File: src/design/pcmdt_pkg.sv
// shared types, codes and sizes of the permission checked memory
// no dependencies
package pcmdt_pkg;

  localparam int MEM_BYTES         = 1048576;
  localparam int DIRTY_BLOCK_BYTES = 4096;
  localparam int MAX_ACCESS_BYTES  = 8;

  localparam int MEM_AW       = $clog2(MEM_BYTES);
  localparam int BLK_SH       = $clog2(DIRTY_BLOCK_BYTES);
  localparam int TRACK_BLOCKS = MEM_BYTES / DIRTY_BLOCK_BYTES;
  localparam int TRK_AW       = MEM_AW - BLK_SH;
  localparam int IDX_W        = (MAX_ACCESS_BYTES > 1) ? $clog2(MAX_ACCESS_BYTES) : 1;
  localparam int CFG_W        = 21;
  localparam int CNT_W        = 9;

  // request codes
  localparam logic [2:0] REQ_READ  = 3'd0;
  localparam logic [2:0] REQ_WRITE = 3'd1;
  localparam logic [2:0] REQ_ALLOC = 3'd2;
  localparam logic [2:0] REQ_SETP  = 3'd3;
  localparam logic [2:0] REQ_CLEAR = 3'd4;

  // status codes
  localparam logic [2:0] ST_OK      = 3'd0;
  localparam logic [2:0] ST_RANGE   = 3'd1;
  localparam logic [2:0] ST_PERM    = 3'd2;
  localparam logic [2:0] ST_FULL    = 3'd3;
  localparam logic [2:0] ST_OVERRUN = 3'd4;
  localparam logic [2:0] ST_BADLEN  = 3'd5;

  // permission bits
  localparam logic [3:0] PERM_WRITE = 4'h2;
  localparam logic [3:0] PERM_READ  = 4'h4;
  localparam logic [3:0] PERM_RAW   = 4'h8;
  localparam logic [21:0] ALIGN_MASK = 22'hf;

  // configuration register indexes
  localparam logic CFG_MEM_SIZE  = 1'b0;
  localparam logic CFG_HEAP_BASE = 1'b1;

  typedef struct packed {
    logic [2:0]  req_type;
    logic [31:0] address;
    logic [20:0] length;
    logic [63:0] write_data;
    logic [3:0]  perm_value;
  } req_t;

  typedef struct packed {
    logic [2:0]  status;
    logic [63:0] read_data;
    logic [20:0] alloc_base;
    logic [8:0]  dirty_count;
  } rsp_t;

  typedef struct packed {
    logic load_req;
    logic clr_step;
    logic decide;
    logic rd_issue;
    logic eval;
    logic wr_step;
    logic mark;
    logic mark_hi;
    logic fill_step;
    logic dclr_step;
    logic load_res;
  } dp_cmd_t;

  typedef struct packed {
    logic clr_done;
    logic is_access;
    logic is_write;
    logic is_clear;
    logic pre_fail;
    logic fill_req;
    logic fill_empty;
    logic last_idx;
    logic perm_fault;
    logic fill_last;
    logic dclr_last;
    logic out_free;
  } dp_stat_t;

endpackage

File: src/design/pcmdt_ctrl.sv
// request sequencer of the permission checked memory
// depends on pcmdt_pkg
module pcmdt_ctrl (
  input  logic                clk,
  input  logic                rst,
  input  logic                in_valid,
  output logic                in_ready,
  input  pcmdt_pkg::dp_stat_t stat,
  output pcmdt_pkg::dp_cmd_t  cmd
);
  import pcmdt_pkg::*;

  typedef enum logic [11:0] {
    S_CLEAR  = 12'b000000000001,
    S_IDLE   = 12'b000000000010,
    S_DECIDE = 12'b000000000100,
    S_SCAN   = 12'b000000001000,
    S_DRAIN  = 12'b000000010000,
    S_EVAL   = 12'b000000100000,
    S_WRITE  = 12'b000001000000,
    S_MARK0  = 12'b000010000000,
    S_MARK1  = 12'b000100000000,
    S_FILL   = 12'b001000000000,
    S_RES    = 12'b010000000000,
    S_DCLR   = 12'b100000000000
  } state_t;

  state_t state, state_next;

  // state register
  always_ff @(posedge clk) begin
    if (rst) begin
      state <= S_CLEAR;
    end else begin
      state <= state_next;
    end
  end

  assign in_ready = (state == S_IDLE);

  // next state and commands
  always_comb begin
    state_next = state;
    cmd = '0;
    case (state)
      S_CLEAR: begin
        cmd.clr_step = 1'b1;
        if (stat.clr_done) state_next = S_IDLE;
      end
      S_IDLE: begin
        cmd.load_req = in_valid;
        if (in_valid) state_next = S_DECIDE;
      end
      S_DECIDE: begin
        cmd.decide = 1'b1;
        if (stat.pre_fail) state_next = S_RES;
        else if (stat.is_access) state_next = S_SCAN;
        else if (stat.is_clear) state_next = S_DCLR;
        else if (stat.fill_req && !stat.fill_empty) state_next = S_FILL;
        else state_next = S_RES;
      end
      S_SCAN: begin
        cmd.rd_issue = 1'b1;
        if (stat.last_idx) state_next = S_DRAIN;
      end
      S_DRAIN: begin
        state_next = S_EVAL;
      end
      S_EVAL: begin
        cmd.eval = 1'b1;
        if (stat.is_write && !stat.perm_fault) state_next = S_WRITE;
        else state_next = S_RES;
      end
      S_WRITE: begin
        cmd.wr_step = 1'b1;
        if (stat.last_idx) state_next = S_MARK0;
      end
      S_MARK0: begin
        cmd.mark = 1'b1;
        state_next = S_MARK1;
      end
      S_MARK1: begin
        cmd.mark = 1'b1;
        cmd.mark_hi = 1'b1;
        state_next = S_RES;
      end
      S_FILL: begin
        cmd.fill_step = 1'b1;
        if (stat.fill_last) state_next = S_RES;
      end
      S_DCLR: begin
        cmd.dclr_step = 1'b1;
        if (stat.dclr_last) state_next = S_RES;
      end
      S_RES: begin
        cmd.load_res = stat.out_free;
        if (stat.out_free) state_next = S_IDLE;
      end
      default: begin
        state_next = S_CLEAR;
      end
    endcase
  end

endmodule

File: config.mk
export PLATFORM = sky130hd
export DESIGN_NAME = pcmdt_ctrl
export DESIGN_NICKNAME = d
export VERILOG_FILES = /design/src/design/pcmdt_pkg.sv /design/src/design/pcmdt_ctrl.sv
export SDC_FILE = /design/constraint.sdc
export NUM_CORES = 1
export LEC_CHECK = 0
export ABC_AREA = 0
export ABC_CLOCK_PERIOD_IN_PS = 2000
export BUFFER_PORTS_ARGS = -buffer_cell sky130_fd_sc_hd__buf_2
export CORE_UTILIZATION = 50
export DETAILED_ROUTE_END_ITERATION = 10
export GPL_TIMING_DRIVEN = 0
export PLACE_DENSITY = 0.84
export REMOVE_ABC_BUFFERS = 1
export SYNTH_ARGS = -nofsm -noshare
export SYNTH_HDL_FRONTEND = slang
export SYNTH_SLANG_ARGS = --single-unit
File: constraint.sdc
create_clock -name clk -period 2 [get_ports clk]
set_clock_uncertainty 0.05 [all_clocks]
set_input_delay 0.4 -clock clk [delete_from_list [all_inputs] [get_ports clk]]
set_output_delay 0.4 -clock clk [all_outputs]
set_load 0.005 [all_outputs]
==> key figures, run 1 <==
Synthesis
  – Gate Count Post-Synth: 115
  – Share of the synthesized area in the top cell type: 26.0%
  – Async S/R FF share, synth: 0%
  – Post-synth EDFFs: 0
  – Seq/Total Area, Yosys: 26.0%
  – Synthesized area: 925 um2
  – Yosys reg bits: 12
  – Top post-synthesis cells by area: dfxtp_1, nor2_1, nor4b_1, nor4_4, o21ai_0
  – Most used DFF post-synth: dfxtp_1
  – Syn. warnings: 0
  – Biggest area consumer among synthesized cells: dfxtp_1
  – Distinct cells, synth: 38
  – Syn_area_per_cell: 8.04 um2

Layout
  – Largest register FFs: 12
  – Share of layout cells above drive strength 1: 53.8%
  – Largest reg by FF count: state
  – Fillers: 110
  – Biggest regs: state x12
  – Antenna diodes: 0
  – Commonest non-fill, non-tap cells in the layout: buf_4, buf_2, nor2_1
  – Area Growth Syn to Fin: 55.3%
  – Cell Count, Final, Fillers Out: 194
  – Final net count: 186
  – Commonest non-fill, non-tap cell in the layout: buf_4

Route
  – Pre-antenna DRT Iters: 5
  – # DRC: 0
  – Post-DRT Antenna Nets: 0
  – Routed vias: 1184
  – Drt total wl: 3460 um
  – Average via count per standard cell: 6.10
  – WL per Instance: 17.8 um
  – Number of DRC markers in iteration 0: 59

Clock tree
  – Worst-skew pair later-pin latency: 0.29 ns
  – CTS tree: yes
  – Post-CTS Hold Buffers: 0
  – Max Buffers Root-to-Sink: 2
  – CTS buffer count: 3
  – Clk pin slew, worst setup/hold paths: 0.08 ns
  – Root Driver: clkbuf_4
  – # H-tree levels: 1
  – CTS Sinks: 12

Place
  – Placed cells: 159
  – DP HPWL: 1660 um
  – IO Port Bufs: 26
  – Setup WS pre-CTS: -0.131 ns
  – Placer Congestion: 0.874

GRT
  – Met2 usage: 51.9%
  – Met3 usage: 3.60%
  – Total grt overflow: 0
  – Global-route usage over all layers: 29.9%
  – GR Util met1: 35.5%
  – Most Crowded Layer GR: met2
  – First-pass GRT wire length: 4310 um
  – Vias in the first global route: 962
  – Initial antenna violation count: 0
  – Largest net degree at the start of global routing: 12

Worst setup path
  – Setup crit start: state[5]
  – Crit path max fanout: 5
  – Largest stage delay, worst path: 0.39 ns
  – CP cell instances: nor4_4 > nand3_2 > buf_4 > nor4b_4 > buf_2
  – CP bufs+invs: 2
  – Reg2reg path depth: 8
  – Critical Path End Type: primary output
  – RR Startpoint: state[1]
  – Logic depth of the worst path, buffers included: 5
  – R2r endpoint: state[10]
  – CP max stage cell: nor4_4
  – Critical Path Source Type: flip-flop
  – Crit Path Class: flip-flop to primary output
  – Top cell family by delay on the critical path: simple AND/OR/NAND/NOR gates
  – Arr. time, crit path: 1.80 ns
  – Capture point of the worst path: cmd[1]
  – Req. time, crit path: 1.55 ns
  – Setup slack, reg-to-reg: -0.06 ns

Die
  – Boundary Pins: 27
  – Initial Util: 53.6%
  – Area of the die: 2030 um2
  – Core footprint: 1730 um2
  – Die X-Extent: 45.0 um
  – Die height: 45.0 um
  – Num rows: 15

Run
  – Max_cap viols: 0

STA
  – Fin crit period: 2.25 ns
  – Worst slew margin: 68.6%
  – Setup_tns: -1.51 ns
  – Count of final setup violators: 12
  – Setup WS post-layout: -0.249 ns
  – Worst hold slack: 0.247 ns
  – Worst Tran Pin Value: 0.471 ns
  – RSZ-0062 raised after global routing: yes
  – Hold Fails Final Rpt: 0
  – Period utilization: 112%
  – Max-slew violation count: 0
  – FMAX: 445 MHz

Run status
  – Run status: complete, but fails checks
  – Failing checks: negative setup slack

Power
  – LEAKAGE: 0.653 nW
  – Total power: 0.000770 W
  – PD cells: 536 nW/um2
  – Maximum VDD drop: 0.554 mV

Hold path
  – Hold Crit Class: primary input to flip-flop
[cell type report]
type	instances	area, um2	share of cell area (%)
Timing Repair Buffer	58	374	26.0
Multi-Input combinational cell	90	716	49.8
Tap cell	25	31.3	2.18
Clock buffer	3	22.5	1.57
Inverter	6	22.5	1.57
Sequential cell	12	270	18.8
[synth_stat cells, types with 2 or more instances]
cell,n
nor3_1,6
nand2b_1,5
inv_1,6
nor3b_1,3
dfxtp_1,12
xor2_1,4
nor2_1,15
nand3_1,4
nor4b_1,5
buf_2,4
o211ai_1,2
buf_6,2
nand4b_1,3
nand2_1,5
o21ai_0,8
nor4_4,2
and2_1,3
a21oi_1,6
[how the worst min path moves through the flow]
stage	depth (start not counted)	end	start	slack, ns
floorplan	1	state[11]	rst	0.42
global placement	1	state[5]	state[5]	0.49
detailed placement	1	state[5]	state[5]	0.52
CTS	2	state[0]	stat[11]	0.25
global route	2	state[0]	stat[11]	0.27
finish	2	state[0]	stat[11]	0.25
[power by group]
group / switching, W / internal [W]
sequential: 0.0000435 / 0.000245
clock: 0.0000968 / 0.0000703
combinational: 0.000157 / 0.000157
total: 0.000297 / 0.000473
[stage by stage]
step,cell area [um2],util (%)
3_3_place_gp,1040,60.2
5_1_grt,1440,83.2
3_5_place_dp,1040,60.2
2_1_floorplan,878,-
6_report,1440,83.2
4_1_cts,1260,72.8
[metal layers]
metal / part of all wire [%] / wire length, um
met4: 5.6 / 195
met5: 0 / 0
met1: 37 / 1290
met2: 49 / 1710
met3: 7.6 / 262
[repair_timing]
item / CTS / global route
buffers inserted: 17 / 15
setup endpoints to repair: 11 / 14
pin swaps: 10 / 14
gates resized for setup: 22 / 17
hold endpoints to repair: 0 / 0
[worst register-to-register path: cells and delay by family, from the launching register on]
| kind | cells | cell delay [ns] |
|---|---|---|
| AND/OR/NAND/NOR | 4 | 0.90 |
| flip-flops | 1 | 0.40 |
| buffers and inverters | 2 | 0.35 |
| AO/OA/AOI/OAI | 2 | 0.31 |
[logic make-up (layout without fill, tap and decap cells)]
group | count (synthesis) | in the layout | synth area share [%]
compound gates | 24 | 24 | 17.1
simple gates | 61 | 61 | 44.8
buf+inv | 13 | 67 | 7.44
xor+xnor | 5 | 5 | 4.74
flops | 12 | 12 | 26.0
Power figures use the tool's default switching activity.
==> inputs of run 2 (changes only) <==
--- a/config.mk
+++ b/config.mk
@@ -6,12 +6,12 @@
 export NUM_CORES = 1
 export LEC_CHECK = 0
 export ABC_AREA = 0
-export ABC_CLOCK_PERIOD_IN_PS = 2000
+export ABC_CLOCK_PERIOD_IN_PS = 1850
 export BUFFER_PORTS_ARGS = -buffer_cell sky130_fd_sc_hd__buf_2
-export CORE_UTILIZATION = 50
+export CORE_UTILIZATION = 45
 export DETAILED_ROUTE_END_ITERATION = 10
 export GPL_TIMING_DRIVEN = 0
-export PLACE_DENSITY = 0.84
+export PLACE_DENSITY = 0.81
 export REMOVE_ABC_BUFFERS = 1
 export SYNTH_ARGS = -nofsm -noshare
 export SYNTH_HDL_FRONTEND = slang
==> constraint.sdc (replaced) <==
create_clock -name clk -period 1.85 [get_ports clk]
set_clock_uncertainty 0.05 [all_clocks]
set_input_delay 0.37 -clock clk [delete_from_list [all_inputs] [get_ports clk]]
set_output_delay 0.37 -clock clk [all_outputs]
set_load 0.005 [all_outputs]
==> key figures, run 2 (same netlist as run 1, synthesis figures left out) <==
Run status
  – Run status: complete, but fails checks (unchanged)
  – Failing checks: design-rule violations, negative setup slack (was negative setup slack)

Layout
  – End-of-flow core utilization: 71.6% (was 83.2%)
  – Area Growth Syn to Fin: 50.5% (was 55.3%)
  – Register area: 270 um2 (unchanged)
  – Multi-input gate area: 712 um2 (was 716 um2)
  – Antenna diodes: 0 (unchanged)
  – Commonest non-fill, non-tap cells in the layout: buf_2, buf_4, nor2_1 (was buf_4, buf_2, nor2_1)
  – Final net count: 176 (was 186)
  – Fillers: 141 (was 110)
  – Biggest regs: state x12 (unchanged)
  – Largest register FFs: 12 (unchanged)
  – Commonest non-fill, non-tap cell in the layout: buf_2 (was buf_4)
  – Largest reg by FF count: state (unchanged)
  – Share of layout cells above drive strength 1: 54.7% (was 53.8%)

Route
  – Average via count per standard cell: 5.81 (was 6.10)
  – Drt total wl: 3170 um (was 3460 um)
  – # DRC: 1 (was 0)
  – Pre-antenna DRT Iters: 7 (was 5)
  – Routed vias: 1080 (was 1184)
  – Number of DRC markers in iteration 0: 50 (was 59)
  – Post-DRT Antenna Nets: 0 (unchanged)
  – WL per Instance: 17.0 um (was 17.8 um)

Die
  – Die height: 47.3 um (was 45.0 um)
  – Die X-Extent: 47.3 um (was 45.0 um)
  – Initial Util: 47.6% (was 53.6%)
  – Num rows: 16 (was 15)
  – Area of the die: 2240 um2 (was 2030 um2)
  – Boundary Pins: 27 (unchanged)
  – Core footprint: 1940 um2 (was 1730 um2)

Worst setup path
  – RR Startpoint: state[9] (was state[1])
  – Top cell family by delay on the critical path: simple AND/OR/NAND/NOR gates (unchanged)
  – CP max stage cell: dfxtp_4 (was nor4_4)
  – Crit path max fanout: 5 (unchanged)
  – Critical Path End Type: primary output (unchanged)
  – Reg2reg path depth: 8 (unchanged)
  – Critical Path Source Type: flip-flop (unchanged)
  – CP bufs+invs: 1 (was 2)
  – Arr. time, crit path: 1.76 ns (was 1.80 ns)
  – Setup slack, reg-to-reg: -0.17 ns (was -0.06 ns)
  – Crit Path Class: flip-flop to primary output (unchanged)
  – Req. time, crit path: 1.43 ns (was 1.55 ns)
  – CP cell instances: nor4_4 > nand3_2 > nor4b_2 > buf_2 (was nor4_4 > nand3_2 > buf_4 > nor4b_4 > buf_2)
  – Logic depth of the worst path, buffers included: 4 (was 5)
  – Largest stage delay, worst path: 0.37 ns (was 0.39 ns)
  – R2r endpoint: state[3] (was state[10])

GRT
  – Global-route usage over all layers: 25.5% (was 29.9%)
  – Total grt overflow: 0 (unchanged)
  – Largest net degree at the start of global routing: 12 (unchanged)
  – Initial antenna violation count: 0 (unchanged)
  – First-pass GRT wire length: 4000 um (was 4310 um)
  – Vias in the first global route: 908 (was 962)

STA
  – Period utilization: 118%
  – Setup_tns: -3.18 ns (was -1.51 ns)
  – Worst slew margin: 71.6% (was 68.6%)
  – Worst Tran Pin Value: 0.422 ns (was 0.471 ns)
  – FMAX: 460 MHz
  – Max-slew violation count: 0 (unchanged)
  – Count of final setup violators: 18 (was 12)
  – Fin crit period: 2.18 ns
  – Hold Fails Final Rpt: 0 (unchanged)
  – RSZ-0062 raised after global routing: yes (unchanged)
  – Worst hold slack: 0.241 ns (was 0.247 ns)
  – Setup WS post-layout: -0.326 ns (was -0.249 ns)

Power
  – LEAKAGE: 0.610 nW (was 0.653 nW)
  – Maximum VDD drop: 0.664 mV (was 0.554 mV)
  – PD cells: 589 nW/um2 (was 536 nW/um2)

Place
  – IO Port Bufs: 26 (unchanged)
  – DP HPWL: 1740 um (was 1660 um)
  – Placer Congestion: 0.863 (was 0.874)

Clock tree
  – Clk pin slew, worst setup/hold paths: 0.08 ns (about the same)
  – Root Driver: clkbuf_4 (unchanged)
  – Worst-skew pair later-pin latency: 0.29 ns (about the same)
  – CTS tree: yes (unchanged)
  – Max Buffers Root-to-Sink: 2 (unchanged)
  – CTS Sinks: 12 (unchanged)
  – CTS buffer count: 3 (unchanged)
  – # H-tree levels: 1 (unchanged)

Hold path
  – Hold endpoint: state[0] (unchanged)
  – Hold_sp: stat[11] (unchanged)
  – Hold path depth: 2 (unchanged)
  – Hold Crit Class: primary input to flip-flop (unchanged)

Run
  – Max_cap viols: 0 (unchanged)
run 2: changes by cell type in the layout (fill, tap and decap cells not counted), moves of 2 or more:
cell and delta:
dfxtp_1 -2, buf_4 -11, dfxtp_2 +3, nor2_2 +2, nor2_4 -2, buf_6 +3, buf_2 -3
run 2: what timing repair did:
item                       in CTS  in global routing
setup buffers                  11                 12
resized for setup              21                 22
setup endpoints to repair      16                 17
hold buffers                    0                  0
pin swaps                      10                 12
run 2: worst max-delay path by stage:
stage               startpoint       to  slack (ns)
finish                state[5]   cmd[1]       -0.33
global route          state[8]  cmd[10]       -0.42
CTS                   state[7]   cmd[4]       -0.28
detailed placement    state[4]   cmd[4]       -0.24
global placement      state[4]   cmd[4]       -0.22
floorplan             state[4]   cmd[4]       -0.02
run 2: stage by stage:
step | setup WS, ns | instances | area (um2) | total power (W)
floorplan | -0.0207 | 108 | 878 | 0.000469
global placement | -0.222 | 161 | 1040 | 0.000533
detailed placement | -0.241 | 161 | 1040 | 0.000545
CTS | -0.278 | 175 | 1210 | 0.000750
global route | -0.416 | 186 | 1390 | 0.000857
finish | -0.326 | 186 | 1390 | 0.000819
run 2: routing by layer:
metal  track usage, %  routed length (um)  up-vias
met1             30.9                1290      516
li1                 -                   -      515
met4             13.1                  94        0
met5                0                   0        -
met3             2.69                 112        9
met2             44.1                1680       40
run 2: where the power goes:
part	total, W	internal [W]	switching (W)
Combinational	0.000332	0.000160	0.000172
Clock	0.000178	0.0000759	0.000102
Sequential	0.000309	0.000270	0.0000390
run 2: area by class of cell:
class	instances	area share, %
clock buffer	3	1.62
tap	27	2.43
inverter	6	1.62
timing repair buffer	48	23.7
sequential	12	19.4
multi-input combinational	90	51.2
